===== src/hlae_pkg.sv =====
// ----------------------------------------------------------------------------
// hlae_pkg
// Shared types, character codes and helpers for the HTML link attribute
// extractor.
// ----------------------------------------------------------------------------
package hlae_pkg;

	// Input word: one text byte and its end-of-string mark
	typedef struct packed {
		logic [7:0] text_byte;
		logic       is_last;
	} text_word_t;

	// Output word: copied character, separator or end marker
	typedef struct packed {
		logic [7:0] out_char;
		logic       is_end;
		logic       found_any;
	} link_word_t;

	// Character codes
	localparam logic [7:0] CHAR_LT    = 8'h3C; // <
	localparam logic [7:0] CHAR_GT    = 8'h3E; // >
	localparam logic [7:0] CHAR_QUOTE = 8'h22; // "
	localparam logic [7:0] CHAR_EQ    = 8'h3D; // =
	localparam logic [7:0] CHAR_SPACE = 8'h20;
	localparam logic [7:0] CHAR_TAB   = 8'h09;
	localparam logic [7:0] CHAR_CR    = 8'h0D;
	localparam logic [7:0] CHAR_UC_A  = 8'h41;
	localparam logic [7:0] CHAR_UC_Z  = 8'h5A;
	localparam logic [7:0] CASE_BIT   = 8'h20;

	// Attribute names, oldest byte in the high lane
	localparam logic [31:0] NAME_HREF = 32'h6872_6566;
	localparam logic [23:0] NAME_SRC  = 24'h73_7263;

	// Word length saturation point
	localparam logic [2:0] LEN_MAX  = 3'd5;
	localparam logic [2:0] LEN_HREF = 3'd4;
	localparam logic [2:0] LEN_SRC  = 3'd3;

	// Space, tab, LF, VT, FF, CR
	function automatic logic is_white(input logic [7:0] c);
		return (c == CHAR_SPACE) || ((c >= CHAR_TAB) && (c <= CHAR_CR));
	endfunction

	// Fold A..Z to lower case, everything else unchanged
	function automatic logic [7:0] fold_byte(input logic [7:0] c);
		return ((c >= CHAR_UC_A) && (c <= CHAR_UC_Z)) ? (c | CASE_BIT) : c;
	endfunction

endpackage


===== src/html_link_attribute_extractor_unit.sv =====
// ----------------------------------------------------------------------------
// html_link_attribute_extractor_unit
// Streams HTML text and copies out the quoted values of src and href
// attributes, one character per output word.
// ----------------------------------------------------------------------------
// Usage:
//   byte channel (byte_valid/byte_ready/byte_word) takes one text byte per
//   word; is_last marks the final byte of a string.
//   char channel (char_valid/char_ready/char_word) returns copied value
//   characters, a single space between successive values, and after the
//   last byte an end marker (is_end = 1) whose found_any says whether any
//   character was copied for that string.
// Timing:
//   A byte is registered on acceptance and decoded from that register into a
//   two-entry output queue, whose head entry offers its results. One byte
//   per cycle is sustained while char_ready stays high; a last byte that also
//   copies a character yields two words, which the queue absorbs, so the
//   rate is set by the queue draining one word per cycle.
// Reset clears the parser state, the input stage and the queue. When the
// receiver stalls, the queue fills and byte_ready drops once it has no room
// for the results of the registered byte; nothing is lost.
// ----------------------------------------------------------------------------
module html_link_attribute_extractor_unit (
	input  logic                   clk,
	input  logic                   arst_n,
	input  logic                   byte_valid,
	output logic                   byte_ready,
	input  hlae_pkg::text_word_t   byte_word,
	output logic                   char_valid,
	input  logic                   char_ready,
	output hlae_pkg::link_word_t   char_word
);
	import hlae_pkg::*;

	// Input stage
	logic        valid_s1;
	text_word_t  word_s1;

	// Parser state
	logic        inside_tag_q;
	logic        inside_quote_q;
	logic        copy_value_q;
	logic        word_open_q;
	logic [2:0]  word_len_q;
	logic [31:0] recent_q;
	logic        emitted_any_q;

	// Output queue, entry 0 is the head
	link_word_t  queue_q [2];
	logic [1:0]  count_q;

	// Decode results
	logic        nx_inside_tag, nx_inside_quote, nx_copy_value, nx_word_open;
	logic [2:0]  nx_word_len;
	logic        nx_emitted_any;
	logic        has_char;
	logic [7:0]  res_char;
	logic [1:0]  n_res;
	link_word_t  res0, res1, end_word;
	logic [31:0] folded;
	logic        name_hit;
	logic [7:0]  c;

	logic        pop, fire;
	logic [1:0]  avail;
	logic [2:0]  room_need;

	assign c = word_s1.text_byte;

	// Case-folded history for the attribute name compare
	always_comb begin
		for (int i = 0; i < 4; i++) begin
			folded[8*i +: 8] = fold_byte(recent_q[8*i +: 8]);
		end
	end

	assign name_hit = ((word_len_q == LEN_HREF) && (folded == NAME_HREF)) ||
	                  ((word_len_q == LEN_SRC) && (folded[23:0] == NAME_SRC));

	// Parser next state and character result
	always_comb begin
		nx_inside_tag   = inside_tag_q;
		nx_inside_quote = inside_quote_q;
		nx_copy_value   = copy_value_q;
		nx_word_open    = word_open_q;
		nx_word_len     = word_len_q;
		nx_emitted_any  = emitted_any_q;
		has_char        = 1'b0;
		res_char        = c;
		if (!inside_tag_q) begin
			if (c == CHAR_LT) nx_inside_tag = 1'b1;
		end else if (c == CHAR_QUOTE) begin
			nx_inside_quote = !inside_quote_q;
			if (inside_quote_q) begin
				nx_copy_value = 1'b0;
			end else if (copy_value_q && emitted_any_q) begin
				has_char = 1'b1;
				res_char = CHAR_SPACE;
			end
		end else if (!inside_quote_q) begin
			if (c == CHAR_GT) begin
				nx_inside_tag = 1'b0;
			end else if (is_white(c)) begin
				nx_word_open = 1'b0;
			end else if (c == CHAR_EQ) begin
				if (word_open_q && name_hit) nx_copy_value = 1'b1;
			end else if (!word_open_q) begin
				nx_word_open = 1'b1;
				nx_word_len  = '0;
			end
		end else if (copy_value_q) begin
			has_char       = 1'b1;
			nx_emitted_any = 1'b1;
		end
		// Every byte counts while a word is open
		if (nx_word_open && (nx_word_len < LEN_MAX)) nx_word_len = nx_word_len + 3'd1;
	end

	// Result words for this byte
	always_comb begin
		end_word.out_char  = '0;
		end_word.is_end    = 1'b1;
		end_word.found_any = nx_emitted_any;
		res1               = end_word;
		if (has_char) begin
			res0.out_char  = res_char;
			res0.is_end    = 1'b0;
			res0.found_any = 1'b0;
		end else begin
			res0 = end_word;
		end
		n_res = {1'b0, has_char} + {1'b0, word_s1.is_last};
	end

	// Queue room check
	assign char_valid = (count_q != 2'd0);
	assign char_word  = queue_q[0];
	assign pop        = char_valid && char_ready;
	assign avail      = count_q - {1'b0, pop};
	assign room_need  = {1'b0, avail} + {1'b0, n_res};
	assign fire       = valid_s1 && (room_need <= 3'd2);
	assign byte_ready = !valid_s1 || fire;

	// Input stage register
	always_ff @(posedge clk or negedge arst_n) begin
		if (!arst_n) begin
			valid_s1 <= 1'b0;
		end else if (byte_ready) begin
			valid_s1 <= byte_valid;
		end
	end

	always_ff @(posedge clk) begin
		if (byte_ready && byte_valid) word_s1 <= byte_word;
	end

	// Parser state update, cleared after the last byte
	always_ff @(posedge clk or negedge arst_n) begin
		if (!arst_n) begin
			inside_tag_q   <= 1'b0;
			inside_quote_q <= 1'b0;
			copy_value_q   <= 1'b0;
			word_open_q    <= 1'b0;
			word_len_q     <= '0;
			recent_q       <= '0;
			emitted_any_q  <= 1'b0;
		end else if (fire) begin
			if (word_s1.is_last) begin
				inside_tag_q   <= 1'b0;
				inside_quote_q <= 1'b0;
				copy_value_q   <= 1'b0;
				word_open_q    <= 1'b0;
				word_len_q     <= '0;
				recent_q       <= '0;
				emitted_any_q  <= 1'b0;
			end else begin
				inside_tag_q   <= nx_inside_tag;
				inside_quote_q <= nx_inside_quote;
				copy_value_q   <= nx_copy_value;
				word_open_q    <= nx_word_open;
				word_len_q     <= nx_word_len;
				recent_q       <= {recent_q[23:0], c};
				emitted_any_q  <= nx_emitted_any;
			end
		end
	end

	// Output queue: shift on pop, append new results behind survivors
	always_ff @(posedge clk or negedge arst_n) begin
		if (!arst_n) begin
			count_q <= '0;
		end else begin
			count_q <= fire ? (avail + n_res) : avail;
		end
	end

	always_ff @(posedge clk) begin
		if (fire && (n_res != 2'd0) && (avail == 2'd0)) begin
			queue_q[0] <= res0;
			queue_q[1] <= res1;
		end else begin
			if (pop) queue_q[0] <= queue_q[1];
			// one survivor left: new word goes behind it
			if (fire && (n_res != 2'd0)) queue_q[1] <= res0;
		end
	end

	// Checks
	a_count_bound: assert property (@(posedge clk) disable iff (!arst_n)
		count_q <= 2'd2) else $error("output queue overfilled");

	a_char_no_found: assert property (@(posedge clk) disable iff (!arst_n)
		(char_valid && !char_word.is_end) |-> !char_word.found_any)
		else $error("found_any set on a character word");

	a_ready_when_empty: assert property (@(posedge clk) disable iff (!arst_n)
		!valid_s1 |-> byte_ready) else $error("input stalled with empty stage");

	a_last_clears: assert property (@(posedge clk) disable iff (!arst_n)
		(fire && word_s1.is_last) |=> (!inside_tag_q && !emitted_any_q))
		else $error("state not cleared after last byte");

endmodule


===== config.mk =====
export PLATFORM = sky130hd
export DESIGN_NAME = html_link_attribute_extractor_unit
export DESIGN_NICKNAME = d
export VERILOG_FILES = /design/src/hlae_pkg.sv /design/src/html_link_attribute_extractor_unit.sv
export SDC_FILE = /design/constraint.sdc
export NUM_CORES = 1
export LEC_CHECK = 0
export BUFFER_PORTS_ARGS = -buffer_cell sky130_fd_sc_hd__buf_2
export CAP_MARGIN = 20
export CELL_PAD_IN_SITES_DETAIL_PLACEMENT = 1
export CELL_PAD_IN_SITES_GLOBAL_PLACEMENT = 2
export CORE_MARGIN = 2
export CORE_UTILIZATION = 38
export CTS_CLUSTER_SIZE = 40
export DETAILED_ROUTE_END_ITERATION = 10
export GPL_ROUTABILITY_DRIVEN = 0
export PLACE_DENSITY = 0.8
export REMOVE_ABC_BUFFERS = 1
export SLEW_MARGIN = 10
export SYNTH_ARGS = -nofsm -noshare
export SYNTH_HDL_FRONTEND = slang
export SYNTH_SLANG_ARGS = --single-unit

===== constraint.sdc =====
create_clock -name clk -period 5.55 [get_ports clk]
set_clock_uncertainty 0.2 [all_clocks]
set_input_delay 0.2775 -clock clk [delete_from_list [all_inputs] [get_ports clk]]
set_output_delay 0.2775 -clock clk [all_outputs]
set_load 0.05 [all_outputs]

* Word-level counts from Yosys, hierarchy flattened
Memories as Yosys holds them, arrays and structs flattened. Cells that the tools add are included.
Storage, ports and cells: register bits 52, bits in writable memories 20, input port bits 13, output and inout bits 12, word-level logic and storage cells 139, memories 1
Operators by class: add/subtract/negate cells 5, order comparisons 12, eq/ne operators 13, mux-type cells 66, bitwise operators 2, reductions and logical operators 29
Memories:
- queue_q | words 2, bits a word 10, rd ports 2, clocked after memory_dff 0, wr ports 2, RTL line html_link_attribute_extractor_unit.sv:49 | link_word_t queue_q [2];
Operator list (number):
- two-way mux 1 bit | 44
- == test 8 x 6 -> 1 bit (second input constant) | 5
- == test 32 x 31 -> 1 bit (second input constant) | 1
- >= comparator 8 x 7 -> 1 bit (second input constant) | 4
- <= comparator 8 x 7 -> 1 bit (second input constant) | 4
- two-way mux 32 bit | 1
- two-way mux 8 bit | 4
- two-way mux 10 bit | 3
- two-way mux 3 bit | 9
- == test 24 x 23 -> 1 bit (second input constant) | 1
- two-way mux 6 bit | 4
- logical AND 1 bit | 15
- != test 3 bit (second input constant) | 3
- >= comparator 8 x 4 -> 1 bit (second input constant) | 1
- <= comparator 8 x 4 -> 1 bit (second input constant) | 1
- AND reduction 8 bit | 1
- nonzero test 2 bit | 4
- nonzero test 3 bit | 2
- adder 2 x 2 -> 3 bit | 1
- adder 3 x 1 -> 3 bit (second input constant) | 1
- == test 3 x 2 -> 1 bit (second input constant) | 1
- == test 3 bit (second input constant) | 1
- <= comparator 3 x 2 -> 1 bit (second input constant) | 1
- logical OR 1 bit | 3
- 10 further kinds | 12

* Depth between registers and ports, before layout
Gate-level depths: netlist (run 1).
depth after elaboration 15, depth in mapped cells 15, mapped depth without buffers 13

* Worst setup path after synthesis (run 1)
Ideal clock, no wire load.
path type register to register, start point register word_s1 (netlist bit c[7]), end point memory queue_q[0][0] (netlist bit) (enable), setup time 0.391 ns, arrival 4.113 ns, data required time 4.959 ns, slack 0.846 ns, cell stages (with the launch flop) 13, path buffers 1, period minus slack after synthesis 4.704 ns, cell sequence edfxtp_1 -> or3b_1 -> or4_1 -> mux2_1 -> nand3_1 -> buf_4 -> ha_1 -> ha_1 -> inv_1 -> fa_1 -> o211ai_1 -> or2_2 -> o21ai_0
RTL lines:
- from (decl) | RTL line html_link_attribute_extractor_unit.sv:37 | text_word_t word_s1;
- from (signal assigned) | RTL line html_link_attribute_extractor_unit.sv:154 | if (byte_ready && byte_valid) word_s1 <= byte_word;
- to (decl) | RTL line html_link_attribute_extractor_unit.sv:49

==> results.json, run 1 <==
{
  "finalInstanceArea_um2": 3714,
  "setup_tns_ns": 0,
  "timing.rr.end": "queue_q[0][11]$_SDFFCE_PN1P_",
  "via_per_inst": 5.129,
  "yosysSeqAreaShare_pct": 56.70,
  "nets": 375,
  "htree_num_levels": 3,
  "syn-cell-area_um2": 3257,
  "route.detailed.drc": 0,
  "synth_edf_count": 29,
  "insertion_delay_ns": 0.36,
  "p_total_uw": 2261,
  "yosys_warnings": 0,
  "place_hpwl_mm": 4.944,
  "area.sequential_um2": 1847,
  "numClockSinks": 68,
  "grt_pass1_vias": 2419,
  "core-area_um2": 8258,
  "initial_core_util_pct": 39.44,
  "hold_violations": 0,
  "netlist_instances": 333,
  "cts.clk_slew.worst_paths_ns": 0.07,
  "r2r_slack_ns": 0.53,
  "status": "finished, final reports clean",
  "worstPathArrival_ns": 4.91,
  "slew_headroom_pct": 38.42,
  "rsz0062_at_grt": "false",
  "min_path_cells": 5,
  "placed_cell_area_um2": 3395,
  "multiInputGateArea_um2": 1202,
  "area_growth_pct": 14.02,
  "cts_tree": "yes",
  "fin_crit_ns": 5.020,
  "fmax_mhz": 199.2,
  "fp.dieW_um": 96.58,
  "ant_nets": 0,
  "r2r_start": "c[7]$_DFFE_PP_",
  "drv_cap": 0,
  "cts_buffers": 9,
  "portBuffers": 24,
  "die_y_um": 96.58,
  "cp.required_ns": 5.44,
  "grt_usage_pct": 17.76,
  "wl_mm": 7.382,
  "critPathKind": "flop to flop",
  "drive_above_1_share_pct": 13.85,
  "first_iter_violations": 79,
  "antenna_cells": 0,
  "fin_crit_sh_pct": 90.46,
  "antenna_found_initial": 0,
  "hold_ws_ns": 0.2467,
  "hp-start": "char_ready",
  "syn_avg_cell_area_um2": 9.780,
  "ys_ff_latch": 68,
  "crit_fanout": 11,
  "ys_types": 50,
  "peakVddDrop_uv": 659.1,
  "setup_ws_ns": 0.5295,
  "cts_resized": 0,
  "worst_slew_pin_slew_ns": 0.9238,
  "num_io_pins": 25,
  "hold_class": "input port to flop",
  "grt_pass1_wl_mm": 12.27,
  "startpoint_type": "flop",
  "num_vias": 2390,
  "root_buffer": "clkbuf_8",
  "power_density_nw_per_um2": 608.8,
  "setup_viol": 0,
  "drv_slew": 0,
  "wl_per_cell_um": 15.84,
  "die_area_um2": 9328,
  "dominantRegCellSynth": "dfrtp_1",
  "fp-row-count": 33,
  "overflow": 0,
  "reg2regPathDepth": 13,
  "leakagePower_uw": 0.001514,
  "grt_max_degree": 70,
  "drt-pass1-iter-count": 4,
  "clockBufferDepth": 2,
  "min_to": "count_q[0]$_DFF_PN0_",
  "critPathCaptureType": "flop",
  "n_fill_cell": 957,
  "place_ws_ns": 0.5223,
  "synth-async-reset-ratio_pct": 57.35
}
-- critical path, cell delays in order (launching register included) --
cell	delay, ns
edfxtp_1	0.46
or3b_1	0.46
or4_1	0.59
mux2_1	0.24
nand3_1	0.31
ha_1	0.42
ha_1	0.14
inv_1	0.05
fa_1	0.52
o211ai_1	0.13
or2_2	0.32
a21o_1	0.32
nor2_1	0.48
inv_1	0.11
-- cells by family (layout without fill, tap and decap cells) --
kind of cell	Yosys count	after routing	synth area share, %
AND/OR/NAND/NOR	145	145	21.51
flip-flops	68	68	56.70
AO/OA/AOI/OAI	66	66	11.68
buffers and inverters	44	72	6.377
adder cells (fa/ha/maj)	6	6	2.536
XOR/XNOR	2	2	0.5379
multiplexers	2	2	0.6531
-- registers in the layout (all words and copies together) (netlist names) --
name	count
c	8
copy_value_q	1
count_q	2
emitted_any_q	1
inside_quote_q	1
inside_tag_q	1
queue_q	20
recent_q	28
valid_s1	1
word_len_q	3
word_open_q	1
word_s1	1
-- synthesized netlist by cell type (all sizes together) (2+ instances only) --
cell type | number | share of area (%)
nor4b | 2 | 0.54
or3 | 2 | 0.38
o21ai | 43 | 6.6
o211ai | 2 | 0.46
nand3 | 6 | 0.92
nor3 | 4 | 0.61
edfxtp | 29 | 27
nand4 | 4 | 0.77
or4b | 2 | 0.61
nand4b | 2 | 0.54
o31ai | 3 | 0.69
nand2 | 81 | 9.3
nor4bb | 2 | 0.61
ha | 5 | 1.9
a2111oi | 2 | 0.77
and2 | 9 | 1.7
dfrtp | 39 | 30
a21oi | 8 | 1.2
or2 | 4 | 0.77
nor4 | 4 | 0.77
nand2b | 2 | 0.38
clkbuf | 12 | 1.4
o41ai | 2 | 0.54
or4 | 3 | 0.69
nor2 | 12 | 1.4
inv | 17 | 2.0
buf | 15 | 3.0
-- repair_timing --
| item | 4_1_cts | 5_1_grt |
|---|---|---|
| endpoints found under the hold margin | 49 | 0 |
| setup buffers | 0 | 0 |
| hold buffers | 11 | 0 |
-- final cells by class --
type                       instances  share of cell area [%]
multi-input combinational        221                   32.38
timing repair buffer              39                   7.008
tap                              105                   3.538
inverter                          17                   1.718
clock inverter                     6                   1.617
sequential                        68                   49.73
clock buffer                      10                   4.009
-- metal layers --
metal	GRT usage [%]	part of all wire, %
met5	0	0
met1	25.38	51
met4	7.864	1.8
met3	3.258	2.3
met2	26.39	45
-- stage by stage --
step | instances | utilization, %
global placement | 439 | 41.11
global route | 466 | 44.97
detailed placement | 439 | 41.11
floorplan | 306 | -
CTS | 466 | 44.97
finish | 466 | 44.97
-- cells in the final DEF, fill, tap and decap left out, types with 2 or more instances in the layout --
cell type / count
a21oi_1: 8
and2_1: 9
buf_2: 24
buf_4: 4
clkbuf_8: 9
clkinv_2: 3
dfrtp_1: 39
dlygate4sd3_1: 11
edfxtp_1: 29
ha_1: 5
inv_1: 16
nand2_1: 81
nand2b_1: 2
nand3_1: 6
nand4_1: 4
nand4b_1: 2
nor2_1: 12
nor3_1: 4
nor4_1: 4
nor4b_1: 2
nor4bb_1: 2
o211ai_1: 2
o21ai_0: 43
o31ai_1: 3
o41ai_1: 2
or2_2: 3
or3_1: 2
or4_1: 3
-- how the worst max path moves through the flow --
| stage | from | cells after the start | slack (ns) | end |
|---|---|---|---|---|
| floorplan | c[7]$_DFFE_PP_ | 13 | -1.10 | queue_q[0][13]$_SDFFCE_PN0P_ |
| global placement | c[7]$_DFFE_PP_ | 13 | 0.70 | queue_q[0][10]$_DFFE_PP_ |
| detailed placement | c[7]$_DFFE_PP_ | 13 | 0.52 | queue_q[0][11]$_SDFFCE_PN1P_ |
| CTS | c[7]$_DFFE_PP_ | 13 | 0.48 | queue_q[0][11]$_SDFFCE_PN1P_ |
| global route | c[7]$_DFFE_PP_ | 13 | 0.12 | queue_q[0][11]$_SDFFCE_PN1P_ |
| finish | c[7]$_DFFE_PP_ | 13 | 0.53 | queue_q[0][11]$_SDFFCE_PN1P_ |
-- report_power, final --
part | total [µW] | leakage [µW] | internal, µW | switching [µW]
clock network | 440 | 0.000111 | 233 | 206
registers | 906 | 0.000796 | 766 | 140
logic | 915 | 0.000606 | 245 | 670
Power figures use the tool's default switching activity.
==> inputs of run 2 (changes only) <==
Settings changed: PLACE_DENSITY 0.8 to default, PLACE_DENSITY_LB_ADDON from default to 0.08, RECOVER_POWER from default to 25.
==> run 2 against run 1 <==
Net effect:
- global-route usage up 0.68 points
- first-iteration DRC count up 70%
- sequential share of layout area up 0.52 points
- largest cell class unchanged
- via count grew 1.0%
- the run now ends with capacitance limit, slew limit left
- non-clock buffer count unchanged
- die area did not move
- critical path depth stayed put
- clock-buffer cell count up 4
- sequential power grew 0.7%
- register-to-register slack gained 0.04 ns
- clock power is 12% lower
==> results.json, run 2 (synthesized netlist as in run 1, its figures left out) <==
{
  "numClockSinks": 68,
  "nets": 375,
  "area_growth_pct": 12.83,
  "place_hpwl_mm": 5.229,
  "largest_register_ffs": 28,
  "grt_pass1_vias": 2520,
  "reg_top3": "recent_q x28, queue_q x20, c x8",
  "cp_slowest_cell": "or4_1",
  "htree_num_levels": 3,
  "num_io_pins": 25,
  "grt_pass1_wl_mm": 12.65,
  "setup_viol": 0,
  "setup_tns_ns": 0,
  "grt_usage_pct": 18.44,
  "path_cells": "or3b_1 > or4_1 > mux2_1 > nand3_1 > ha_1 > ha_1 > inv_1 > fa_1 > o211ai_1 > or2_2 > a21o_1 > nor2_1 > nor2_1",
  "cts_tree": "yes",
  "root_buffer": "clkbuf_8",
  "portBuffers": 24,
  "worstPathArrival_ns": 4.86,
  "clockBufferDepth": 2,
  "violations": "capacitance limit, slew limit",
  "drv_cap": 1,
  "drt-pass1-iter-count": 4,
  "cp.required_ns": 5.43,
  "cts.clk_slew.worst_paths_ns": 0.07,
  "core-area_um2": 8258,
  "stdcell_count": 465,
  "fp-row-count": 33,
  "worst_slew_pin_slew_ns": 2.205,
  "dp.cells": 439,
  "initial_core_util_pct": 39.44,
  "p_total_uw": 2203,
  "cpPeakStageDelay_ns": 0.58,
  "slew_headroom_pct": -47.00,
  "rsz0062_at_grt": "false",
  "hold_violations": 0,
  "cts_buffers": 9,
  "die_y_um": 96.58,
  "cts_resized": 0,
  "die_area_um2": 9328,
  "leakagePower_uw": 0.001461,
  "antenna_cells": 0,
  "top_register": "recent_q",
  "fin_crit_ns": 4.982,
  "wl_mm": 7.563,
  "fmax_mhz": 200.7,
  "critPathCaptureType": "flop",
  "first_iter_violations": 134,
  "grt_max_degree": 70,
  "overflow": 0,
  "crit_fanout": 11,
  "peakVddDrop_uv": 634.9,
  "route.detailed.drc": 0,
  "insertion_delay_ns": 0.34,
  "via_per_inst": 5.191,
  "wl_per_cell_um": 16.26,
  "power_density_nw_per_um2": 599.6,
  "startpoint_type": "flop",
  "mostFrequentLayoutCells": "nand2_1 (81), o21ai_0 (43), dfrtp_1 (39)",
  "critPathKind": "flop to flop",
  "final_common_cell": "nand2_1",
  "fp.dieW_um": 96.58,
  "fin_crit_sh_pct": 89.76,
  "drv_slew": 40,
  "drive_above_1_share_pct": 9.444,
  "status": "complete, but fails checks",
  "hold_class": "input port to flop",
  "ant_nets": 0,
  "antenna_found_initial": 0,
  "num_vias": 2414
}
## run 2: final cells by class
| cell class | instances | area [µm²] |
|---|---|---|
| fill | 953 | 4583 |
| sequential | 68 | 1847 |
| multi-input combinational | 221 | 1202 |
| timing repair buffer | 39 | 242.7 |
| clock buffer | 14 | 182.7 |
| tap | 105 | 131.4 |
| inverter | 17 | 63.81 |
| clock inverter | 1 | 5.005 |
## run 2: timing repair
action	in CTS	in global routing
endpoints found under the setup margin	0	0
hold buffers	11	0
hold endpoints to repair	49	0
setup buffers	0	0
## run 2: report_power, final
part | internal (µW) | switching, µW
logic | 234 | 671
clock network | 208 | 179
registers | 767 | 144
## run 2: metal layers
| metal | wire length, µm | share of wire, % | vias up | track usage [%] |
|---|---|---|---|---|
| met3 | 184 | 2.4 | 6 | 3.569 |
| met2 | 3491 | 46 | 26 | 28.70 |
| met5 | 0 | 0 | - | 0 |
| met4 | 76 | 1.0 | 0 | 7.042 |
| li1 | - | - | 1193 | - |
| met1 | 3811 | 50 | 1189 | 25.58 |
## run 2: critical path: cells and delay by family (launching register included)
kind,cells,cell delay (ns)
AOI/OAI and AO/OA,2,0.45
DFF,1,0.45
muxes,1,0.24
and+or+nand+nor,6,2.23
buffers and inverters,1,0.05
adders and majority gates,3,1.09
## run 2: final timing paths
check                      slack, ns  cells past startpoint                      from                   endpoint
setup / recovery                0.57                     13            c[7]$_DFFE_PP_   queue_q[0][10]$_DFFE_PP_
hold / removal                  0.26                      5                char_ready       count_q[0]$_DFF_PN0_
setup reg to reg                0.57                     13            c[7]$_DFFE_PP_   queue_q[0][10]$_DFFE_PP_
hold reg to reg                 0.29                      2  recent_q[24]$_DFFE_PN0N_   recent_q[24]$_DFFE_PN0N_
max in group asynchronous       2.96                      2                    arst_n       count_q[1]$_DFF_PN0_
min in group asynchronous       0.93                      2                    arst_n  emitted_any_q$_DFFE_PN0N_
## run 2: stage by stage
stage          hold WS, ns  instance area, µm²  worst slack (ns)  util, %
2_1_floorplan      -0.2181                3113            -1.097        -
3_3_place_gp        0.2546                3395            0.6558    41.11
3_5_place_dp        0.2584                3395            0.5262    41.11
4_1_cts             0.2470                3692            0.5025    44.71
5_1_grt             0.3023                3675            0.2370    44.50
6_report            0.2609                3675            0.5683    44.50
